**src/rtl/msl_pkg.sv**
```systemverilog
// Shared types, symbol codes and the Morse code table for the symbol decoder.
// No dependencies; used by every module of the decoder.
`default_nettype none

package msl_pkg;

    // Symbol kind codes carried by the input item.
    localparam logic [1:0] KIND_DOT  = 2'd0;
    localparam logic [1:0] KIND_DASH = 2'd1;
    localparam logic [1:0] KIND_GAP  = 2'd2;
    localparam logic [1:0] KIND_END  = 2'd3;

    // Widths of the lookup interface; a code never exceeds LOOKUP_BITS symbols.
    localparam int LOOKUP_BITS  = 16;
    localparam int LOOKUP_LEN_W = 5;
    localparam int LIMIT_W      = 5;
    localparam int LETTER_W     = 7;

    localparam logic [LIMIT_W-1:0]  LIMIT_RESET    = 5'd20;
    localparam logic [LETTER_W-1:0] LETTER_SPACE   = 7'h20;
    localparam logic [LETTER_W-1:0] LETTER_UNKNOWN = 7'h3F;
    localparam logic [LETTER_W-1:0] LETTER_NONE    = 7'h00;

    // One table entry: symbol count, dash mask (bit 0 is the first symbol), character.
    typedef struct packed {
        logic [2:0]          len;
        logic [5:0]          bits;
        logic [LETTER_W-1:0] ch;
    } t_code_entry;

    // One result item as it travels to the output register.
    typedef struct packed {
        logic [LETTER_W-1:0] letter;
        logic                letter_valid;
        logic                message_end;
    } t_result;

    localparam int CODE_TABLE_SIZE = 40;

    localparam t_code_entry CODE_TABLE [CODE_TABLE_SIZE] = '{
        '{3'd2, 6'd2,  7'h41}, '{3'd4, 6'd1,  7'h42}, '{3'd4, 6'd5,  7'h43},
        '{3'd3, 6'd1,  7'h44}, '{3'd1, 6'd0,  7'h45}, '{3'd4, 6'd4,  7'h46},
        '{3'd3, 6'd3,  7'h47}, '{3'd4, 6'd0,  7'h48}, '{3'd2, 6'd0,  7'h49},
        '{3'd4, 6'd14, 7'h4A}, '{3'd3, 6'd5,  7'h4B}, '{3'd4, 6'd2,  7'h4C},
        '{3'd2, 6'd3,  7'h4D}, '{3'd2, 6'd1,  7'h4E}, '{3'd3, 6'd7,  7'h4F},
        '{3'd4, 6'd6,  7'h50}, '{3'd4, 6'd11, 7'h51}, '{3'd3, 6'd2,  7'h52},
        '{3'd3, 6'd0,  7'h53}, '{3'd1, 6'd1,  7'h54}, '{3'd3, 6'd4,  7'h55},
        '{3'd4, 6'd8,  7'h56}, '{3'd3, 6'd6,  7'h57}, '{3'd4, 6'd9,  7'h58},
        '{3'd4, 6'd13, 7'h59}, '{3'd4, 6'd3,  7'h5A}, '{3'd5, 6'd31, 7'h30},
        '{3'd5, 6'd30, 7'h31}, '{3'd5, 6'd28, 7'h32}, '{3'd5, 6'd24, 7'h33},
        '{3'd5, 6'd16, 7'h34}, '{3'd5, 6'd0,  7'h35}, '{3'd5, 6'd1,  7'h36},
        '{3'd5, 6'd3,  7'h37}, '{3'd5, 6'd7,  7'h38}, '{3'd5, 6'd15, 7'h39},
        '{3'd6, 6'd42, 7'h2E}, '{3'd6, 6'd51, 7'h2C}, '{3'd6, 6'd12, 7'h3F},
        '{3'd6, 6'd53, 7'h21}
    };

    // Match a gathered code against the table. Empty code is a space,
    // anything without a match is a question mark.
    function automatic logic [LETTER_W-1:0] lookup_letter(
        input logic [LOOKUP_LEN_W-1:0] len,
        input logic [LOOKUP_BITS-1:0]  bits
    );
        logic [LETTER_W-1:0] ch;
        ch = (len == '0) ? LETTER_SPACE : LETTER_UNKNOWN;
        for (int i = 0; i < CODE_TABLE_SIZE; i++) begin
            if (len == LOOKUP_LEN_W'(CODE_TABLE[i].len) &&
                bits == LOOKUP_BITS'(CODE_TABLE[i].bits)) begin
                ch = CODE_TABLE[i].ch;
            end
        end
        return ch;
    endfunction

endpackage

`default_nettype wire

```
**src/rtl/msl_code_unit.sv**
```systemverilog
// Code gatherer: collects dots and dashes and decodes the current code.
// Depends on msl_pkg for the symbol codes and the table lookup.
`default_nettype none

module msl_code_unit #(
    parameter int MAX_CODE_SYMBOLS = 9
) (
    input  wire logic                          i_clk,
    input  wire logic                          i_rst_n,
    input  wire logic                          i_step,
    input  wire logic [1:0]                    i_kind,
    output logic [msl_pkg::LETTER_W-1:0]       o_char,
    output logic                               o_empty
);

    localparam int CodeLenW = $clog2(MAX_CODE_SYMBOLS + 1);

    logic [MAX_CODE_SYMBOLS-1:0] r_code_bits, n_code_bits;
    logic [CodeLenW-1:0]         r_code_len,  n_code_len;

    // Append a symbol while room is left; gap and message end clear the code.
    always_comb begin
        n_code_bits = r_code_bits;
        n_code_len  = r_code_len;
        if (i_step) begin
            if (i_kind == msl_pkg::KIND_DOT || i_kind == msl_pkg::KIND_DASH) begin
                if (r_code_len < CodeLenW'(MAX_CODE_SYMBOLS)) begin
                    for (int i = 0; i < MAX_CODE_SYMBOLS; i++) begin
                        if (r_code_len == CodeLenW'(i) && i_kind == msl_pkg::KIND_DASH) begin
                            n_code_bits[i] = 1'b1;
                        end
                    end
                    n_code_len = r_code_len + CodeLenW'(1);
                end
            end else begin
                n_code_bits = '0;
                n_code_len  = '0;
            end
        end
    end

    always_ff @(posedge i_clk) begin
        if (!i_rst_n) begin
            r_code_bits <= '0;
            r_code_len  <= '0;
        end else begin
            r_code_bits <= n_code_bits;
            r_code_len  <= n_code_len;
        end
    end

    // Table match on the code as it stands.
    assign o_char  = msl_pkg::lookup_letter(msl_pkg::LOOKUP_LEN_W'(r_code_len),
                                            msl_pkg::LOOKUP_BITS'(r_code_bits));
    assign o_empty = (r_code_len == '0);

endmodule

`default_nettype wire

```
**src/rtl/msl_out_reg.sv**
```systemverilog
// Result register with valid/ready handshake toward the consumer.
// Depends on msl_pkg for the result item type.
`default_nettype none

module msl_out_reg (
    input  wire logic             i_clk,
    input  wire logic             i_rst_n,
    input  wire logic             i_load,
    input  wire msl_pkg::t_result i_result,
    input  wire logic             i_ready,
    output logic                  o_valid,
    output msl_pkg::t_result      o_result
);

    logic             r_valid;
    msl_pkg::t_result r_result;

    // Valid flag: set on load, cleared when the consumer takes the item.
    always_ff @(posedge i_clk) begin
        if (!i_rst_n) begin
            r_valid <= 1'b0;
        end else if (i_load) begin
            r_valid <= 1'b1;
        end else if (i_ready) begin
            r_valid <= 1'b0;
        end
    end

    // Payload needs no reset.
    always_ff @(posedge i_clk) begin
        if (i_load) begin
            r_result <= i_result;
        end
    end

    assign o_valid  = r_valid;
    assign o_result = r_result;

endmodule

`default_nettype wire

```
**src/rtl/morse_symbol_to_letter_decoder.sv**
```systemverilog
// Top level of the Morse symbol decoder; uses msl_pkg, msl_code_unit and msl_out_reg.
// Each symbol is first loaded into the input register, and its result item is then loaded
// into the result register once that register can take it.
// Throughput: one symbol per cycle; the input register moves on whenever its symbol
// makes no result or the result register is free or being emptied. Synchronous active-low
// reset clears the code, the letter count and both valid flags, and sets the limit to 20.
`default_nettype none

module morse_symbol_to_letter_decoder #(
    parameter int MAX_CODE_SYMBOLS = 9
) (
    input  wire logic                        i_clk,
    input  wire logic                        i_rst_n,
    input  wire logic                        i_cfg_we,
    input  wire logic [msl_pkg::LIMIT_W-1:0] i_cfg_wdata,
    input  wire logic                        i_valid,
    output logic                             o_ready,
    input  wire logic [1:0]                  i_symbol_kind,
    output logic                             o_valid,
    input  wire logic                        i_ready,
    output logic [msl_pkg::LETTER_W-1:0]     o_letter,
    output logic                             o_letter_valid,
    output logic                             o_message_end
);

    logic                        r_in_valid;
    logic [1:0]                  r_in_kind;
    logic [msl_pkg::LIMIT_W-1:0] r_limit;
    logic [msl_pkg::LIMIT_W-1:0] r_emitted, n_emitted;

    logic [msl_pkg::LETTER_W-1:0] code_char;
    logic                         code_empty;
    logic                         under_limit;
    logic                         makes_result;
    logic                         advance;
    logic                         out_valid;
    msl_pkg::t_result             result, out_result;

    // Letter limit register.
    always_ff @(posedge i_clk) begin
        if (!i_rst_n) begin
            r_limit <= msl_pkg::LIMIT_RESET;
        end else if (i_cfg_we) begin
            r_limit <= i_cfg_wdata;
        end
    end

    // Input register: holds one symbol until it is processed.
    assign o_ready = !r_in_valid || advance;

    always_ff @(posedge i_clk) begin
        if (!i_rst_n) begin
            r_in_valid <= 1'b0;
        end else if (o_ready) begin
            r_in_valid <= i_valid;
        end
    end

    always_ff @(posedge i_clk) begin
        if (o_ready && i_valid) begin
            r_in_kind <= i_symbol_kind;
        end
    end

    msl_code_unit #(
        .MAX_CODE_SYMBOLS(MAX_CODE_SYMBOLS)
    ) u_code (
        .i_clk  (i_clk),
        .i_rst_n(i_rst_n),
        .i_step (advance),
        .i_kind (r_in_kind),
        .o_char (code_char),
        .o_empty(code_empty)
    );

    // Decide the result item of the held symbol.
    assign under_limit  = (r_emitted < r_limit);
    assign makes_result = (r_in_kind == msl_pkg::KIND_END) ||
                          (r_in_kind == msl_pkg::KIND_GAP && under_limit);
    assign advance      = r_in_valid && (!makes_result || !out_valid || i_ready);

    always_comb begin
        result.letter       = msl_pkg::LETTER_NONE;
        result.letter_valid = 1'b0;
        result.message_end  = 1'b0;
        if (r_in_kind == msl_pkg::KIND_GAP) begin
            result.letter       = code_char;
            result.letter_valid = 1'b1;
        end else if (r_in_kind == msl_pkg::KIND_END) begin
            result.message_end = 1'b1;
            if (!code_empty && under_limit) begin
                result.letter       = code_char;
                result.letter_valid = 1'b1;
            end
        end
    end

    // Letters emitted in the current message; message end starts over.
    always_comb begin
        n_emitted = r_emitted;
        if (advance) begin
            if (r_in_kind == msl_pkg::KIND_END) begin
                n_emitted = '0;
            end else if (r_in_kind == msl_pkg::KIND_GAP && under_limit) begin
                n_emitted = r_emitted + msl_pkg::LIMIT_W'(1);
            end
        end
    end

    always_ff @(posedge i_clk) begin
        if (!i_rst_n) begin
            r_emitted <= '0;
        end else begin
            r_emitted <= n_emitted;
        end
    end

    msl_out_reg u_out (
        .i_clk   (i_clk),
        .i_rst_n (i_rst_n),
        .i_load  (advance && makes_result),
        .i_result(result),
        .i_ready (i_ready),
        .o_valid (out_valid),
        .o_result(out_result)
    );

    assign o_valid        = out_valid;
    assign o_letter       = out_result.letter;
    assign o_letter_valid = out_result.letter_valid;
    assign o_message_end  = out_result.message_end;

endmodule

`default_nettype wire

```
**config.mk**
```make
export PLATFORM = sky130hd
export DESIGN_NAME = morse_symbol_to_letter_decoder
export DESIGN_NICKNAME = d
export VERILOG_FILES = /design/src/rtl/msl_pkg.sv /design/src/rtl/msl_code_unit.sv /design/src/rtl/msl_out_reg.sv /design/src/rtl/morse_symbol_to_letter_decoder.sv
export SDC_FILE = /design/constraint.sdc
export NUM_CORES = 1
export LEC_CHECK = 0
export ABC_AREA = 1
export BUFFER_PORTS_ARGS = -buffer_cell sky130_fd_sc_hd__buf_2
export CORE_UTILIZATION = 51
export DETAILED_ROUTE_END_ITERATION = 6
export HOLD_SLACK_MARGIN = 0.1
export MAX_ROUTING_LAYER = met4
export PLACE_DENSITY = 0.7
export SYNTH_ARGS = -nofsm -noshare
export SYNTH_HDL_FRONTEND = slang
export SYNTH_HIERARCHICAL = 1
export SYNTH_SLANG_ARGS = --single-unit
```
**constraint.sdc**
```tcl
create_clock -name i_clk -period 3.5 [get_ports i_clk]
set_clock_uncertainty 0.1 [all_clocks]
set_input_delay 0 -clock i_clk [delete_from_list [all_inputs] [get_ports i_clk]]
set_output_delay 0 -clock i_clk [all_outputs]
set_load 0.01 [all_outputs]
```
## Yosys cells after proc, flatten, opt, wreduce, memory -nomap -nowiden

Cells that the tools add are included.

| storage, ports and cells | value |
|---|---|
| word-level logic and storage cells | 205 |
| output and inout port bits | 11 |
| input port bits | 12 |
| register bits | 36 |

| operators by class | value |
|---|---|
| $lt $le $gt $ge | 2 |
| muxes and demuxes | 61 |
| reduce and logical (&&, ||, !) cells | 79 |
| $add $sub $neg | 2 |
| equal/unequal tests | 43 |

Operators with widths:

| operator | count |
|---|---|
| $mux W7 | 40 |
| $eq A9 B4 Y1 const B | 7 |
| $logic_and A1 B1 Y1 | 54 |
| $eq A9 B5 Y1 const B | 5 |
| $eq A9 B3 Y1 const B | 4 |
| $eq A9 B6 Y1 const B | 3 |
| $mux W9 | 3 |
| $reduce_and A3 Y1 | 9 |
| $ne A2 B2 Y1 const B | 10 |
| $eq A9 B2 Y1 const B | 2 |
| $eq A4 B3 Y1 const B | 4 |
| $mux W8 | 2 |
| $mux W5 | 3 |
| $mux W1 | 11 |
| $eq A9 B1 Y1 const B | 1 |
| $logic_not A9 Y1 | 1 |
| $eq A4 B2 Y1 const B | 2 |
| $mux W4 | 2 |
| $add A5 B1 Y5 const B | 1 |
| $logic_or A1 B1 Y1 | 5 |
| $lt A5 B5 Y1 | 1 |
| $add A4 B1 Y4 const B | 1 |
| $eq A2 B2 Y1 const B | 2 |
| $eq A4 B1 Y1 const B | 1 |
| other kinds (8) | 13 |

## Logic depth before layout (Yosys ltp)

| logic depth | value |
|---|---|
| depth after elaboration | 45 |
| mapped depth | 31 |
| gate-level depth less buffers | 31 |

## Hierarchy

The synthesis kept the hierarchy.

By module, submodules not included:

| module | cells an instance | instances | sequential area each (µm²) | area each (µm²) |
|---|---|---|---|---|
| msl_code_unit | 290 | 1 | 260.2 | 1604.0 |
| morse_symbol_to_letter_decoder | 113 | 1 | 280.3 | 804.5 |
| msl_out_reg | 15 | 1 | 290.3 | 314.1 |

## Worst setup path before layout

Ideal clock, no wire load.

| timing | value |
|---|---|
| path type | register to register |
| from | register u_code.r_code_len[0] |
| to | register u_out.r_result (netlist bit u_out/o_result[2]), data pin |
| arrival | 2.185 ns |
| setup time | 0.255 ns |
| path buffers | 0 |
| required time | 3.145 ns |
| path slack | 0.960 ns |
| period minus slack after synthesis | 2.540 ns |
| stages on the path, launching flop included | 29 |
| cell sequence | dfxtp_1 -> inv_1 -> ha_1 -> inv_1 -> nor2_4 -> inv_2 -> nor2_2 -> inv_2 -> nor2_1 -> inv_2 -> nand2_1 -> nand2_1 -> nand2_1 -> nand2_1 -> nand2_1 -> nand2_1 -> nand3_1 -> nand2_1 -> nand2_1 -> nand2_1 -> nand2_1 -> nand2_1 -> nand4_1 -> nand2_1 -> nand2_1 -> nand2_1 -> nand2_1 -> nor2_2 -> and2_1 |

RTL lines:

| element | RTL line | source |
|---|---|---|
| start, declared | msl_code_unit.sv:19 | `logic [CodeLenW-1:0] r_code_len, n_code_len;` |
| start signal, assigned | msl_code_unit.sv:48 | `r_code_len <= n_code_len;` |
| end signal, assigned | msl_out_reg.sv:32 | `r_result <= i_result;` |
| end, declared | msl_out_reg.sv:16 | `msl_pkg::t_result r_result;` |

==> summary.md <==
| Metric | Value |
|---|---|
| CP Class | reg -> reg |
| H-Tree Depth | 2 |
| Total power draw | 1.04 mW |
| Area of the multi-input gates | 1560 um2 |
| CP endpoint kind | register |
| Crit path top cell by count | nand2_1 |
| Post-synth design cell area | 2720 um2 |
| Share of cells above drive strength 1 | 0.152 |
| Max Fclk | 327 MHz |
| CTS tree | done |
| Initial core utilization | 0.530 |
| Worst-case clock buffer depth | 2 |
| Slew @ Worst Pin | 512 ps |
| Syn Nets | 440 |
| Cell area power density | 322 nW/um2 |
| Endpoints failing setup | 0 |
| Root buffer cell | clkbuf_8 |
| Unrepaired setup endpoints after global routing | no |
| Critical path data required time | 3450 ps |
| Leakage | 1.64 nW |
| Yosys reg bits | 36 |
| Critical Path Source Type | register |
| Detailed Place HPWL | 5.56 mm |
| Yosys top cell by area | dfxtp_1 |
| Post-DR wirelength/cell | 14.1 um |
| Ys async rst share | 0 |
| EDFF count, synth | 11 |
| Die W | 75.1 um |
| Post-Synth Adder-Cell Area | 0.0460 |
| GRT overflow | 0 |
| Largest net degree at the start of global routing | 13 |
| Peak supply drop | 0.239 mV |
| Mean area per synthesized cell | 6.51 um2 |
| Clock sinks | 36 |
| Post-Synth XOR/XNOR Area | 0 |
| Post-synth top cells | 108 x nand2_1, 71 x inv_1, 28 x nand3_1, 28 x nor2_1, 25 x dfxtp_1 |
| FILL cells | 501 |
| Post-CTS setup repair buffer count | 0 |
| Main flop type after synthesis | dfxtp_1 |
| CP top delay family | simple AND/OR/NAND/NOR gates |
| Post-Synth Simple-Gate Area | 0.423 |
| Num ports | 23 |
| Max-cap viol count | 0 |
| Setup TNS | 0 ps |
| Die height | 75.1 um |
| Area grow syn2layout | 18.3% |
| Period utilisation layout | 0.873 |
| Buf/Inv on CP | 2 |
| Minimum clock period | 3050 ps |
| Vias | 2,839 |
| Worst-path clk slew | 80 ps |
| Die area | 5630 um2 |
| Reg area | 831 um2 |
| Ant. Diodes | 0 |
| Drt total wl | 7.57 mm |
| Slew headroom | 0.656 |
| Synth area leaders | dfxtp_1 18%, nand2_1 15%, edfxtp_1 12% |
| Post-synth top area share | 0.184 |
| Max incr delay on CP | 350 ps |
| Arr. time, crit path | 3010 ps |
| Initial antenna violation count | 0 |
| Via density | 5.28 |
| DRT Pass-1 Iters | 4 |
| RePlAce Congestion | 0.987 |
| Vias in the first global route | 2,601 |
| Max-slew violations | 0 |
| Status | completed |
| Syn Inst Count | 418 |
| Main combinational cell family by area after synthesis | simple AND/OR/NAND/NOR gates |
| Hold WC Path Type | in -> reg |
| Mux contribution to synthesized area | 0 |
| Register area share after synthesis | 0.305 |
| Routed Antenna Nets | 0 |
| Clk_lat worst skew | 290 ps |
| Nets | 489 |
| GR Util All Layers | 0.299 |
| Hold Fails Final Rpt | 0 |
| Port bufs | 22 |
| Num CTS Buffers | 5 |
| Most frequent cell after synthesis | nand2_1 |
| Std cell rows | 26 |
| Crit-path max FO | 6 |
| Post-synthesis compound-gate area fraction | 0.105 |
| Core ar. | 5140 um2 |
| Synth Warn # | 6 |
| Residual DRC | 0 |
| DR iter-0 viols | 199 |
| Slowest cell on the critical path | dfxtp_1 |
| Yosys cell types | 35 |
| First-pass GRT wire length | 12.1 mm |
==> logic make-up after synthesis <==
| kind of cell | count (synthesis) |
|---|---|
| simple gates | 233 |
| buf+inv | 87 |
| compound gates | 52 |
| flops | 36 |
| fa+ha+maj | 10 |
==> what timing repair did <==
item,CTS,global route
gates resized for setup,0,0
hold endpoints to repair,17,0
hold buffers,22,0
==> final cells by class <==
class,count,area share
timing repair buffer,44,0.103
inverter,85,0.0995
clock buffer,5,0.0214
sequential,36,0.258
multi-input combinational,295,0.486
clock inverter,3,0.00583
tap,70,0.0272
==> path summary, 6_finish.rpt <==
check / start / to / slack [ps] / cells past startpoint
min reg2reg: u_code/r_code_bits[5] / u_code/r_code_bits[5] / 410 / 2
max: u_code/r_code_len[0] / u_out/o_result[2] / 450 / 30
max reg2reg: u_code/r_code_len[0] / u_out/o_result[2] / 450 / 30
min: i_symbol_kind[1] / r_in_kind[1] / 330 / 2
==> stage by stage <==
step,area (um2),hold WS [ps],instances,utilization,setup slack [ps]
after floorplan,2720,-1.13,418,-,960
after global placement,2910,77.7,508,0.567,532
after detailed placement,2910,78.3,508,0.567,525
after CTS,3220,314,538,0.627,510
after global routing,3220,329,538,0.627,123
final,3220,328,538,0.627,446
==> sequential cells by signal, summed over array words and instances (netlist names) <==
register	count
r_emitted	5
r_in_kind	2
r_in_valid	1
r_limit	5
u_code/r_code_bits	9
u_code/r_code_len	4
u_out/o_result	9
u_out/o_valid	1
==> metal layers <==
| layer | routed length, um | up-vias | global-route usage | share of wire |
|---|---|---|---|---|
| met5 | 0 | - | - | 0 |
| met1 | 3430 | 1308 | 0.355 | 0.45 |
| met3 | 228 | 17 | 0.0388 | 0.030 |
| li1 | - | 1451 | - | - |
| met4 | 172 | 0 | 0.101 | 0.023 |
| met2 | 3740 | 63 | 0.522 | 0.49 |
==> layout by cell type, fill, tap and decap left out, drive strengths merged <==
master and n:
nor4 4, a21boi 1, nand3 31, o31ai 1, buf 22, a311oi 1
ha 10, o22ai 1, dfxtp 25, or2 1, dlygate4sd3 22, nor3 12
a211oi 2, clkinv 5, a21oi 25, clkbuf 5, nand4 19, a31oi 1
nand2 114, o21ai 20, nor2 43, inv 83, and2 7, edfxtp 11
nor3b 2
==> power breakdown <==
part	total [mW]	internal, mW	switching [mW]
clock	0.298	0.139	0.159
sequential	0.478	0.456	0.0223
combinational	0.262	0.0982	0.164
total	1.04	0.693	0.346
No activity file was read; power rests on OpenSTA's default activity.
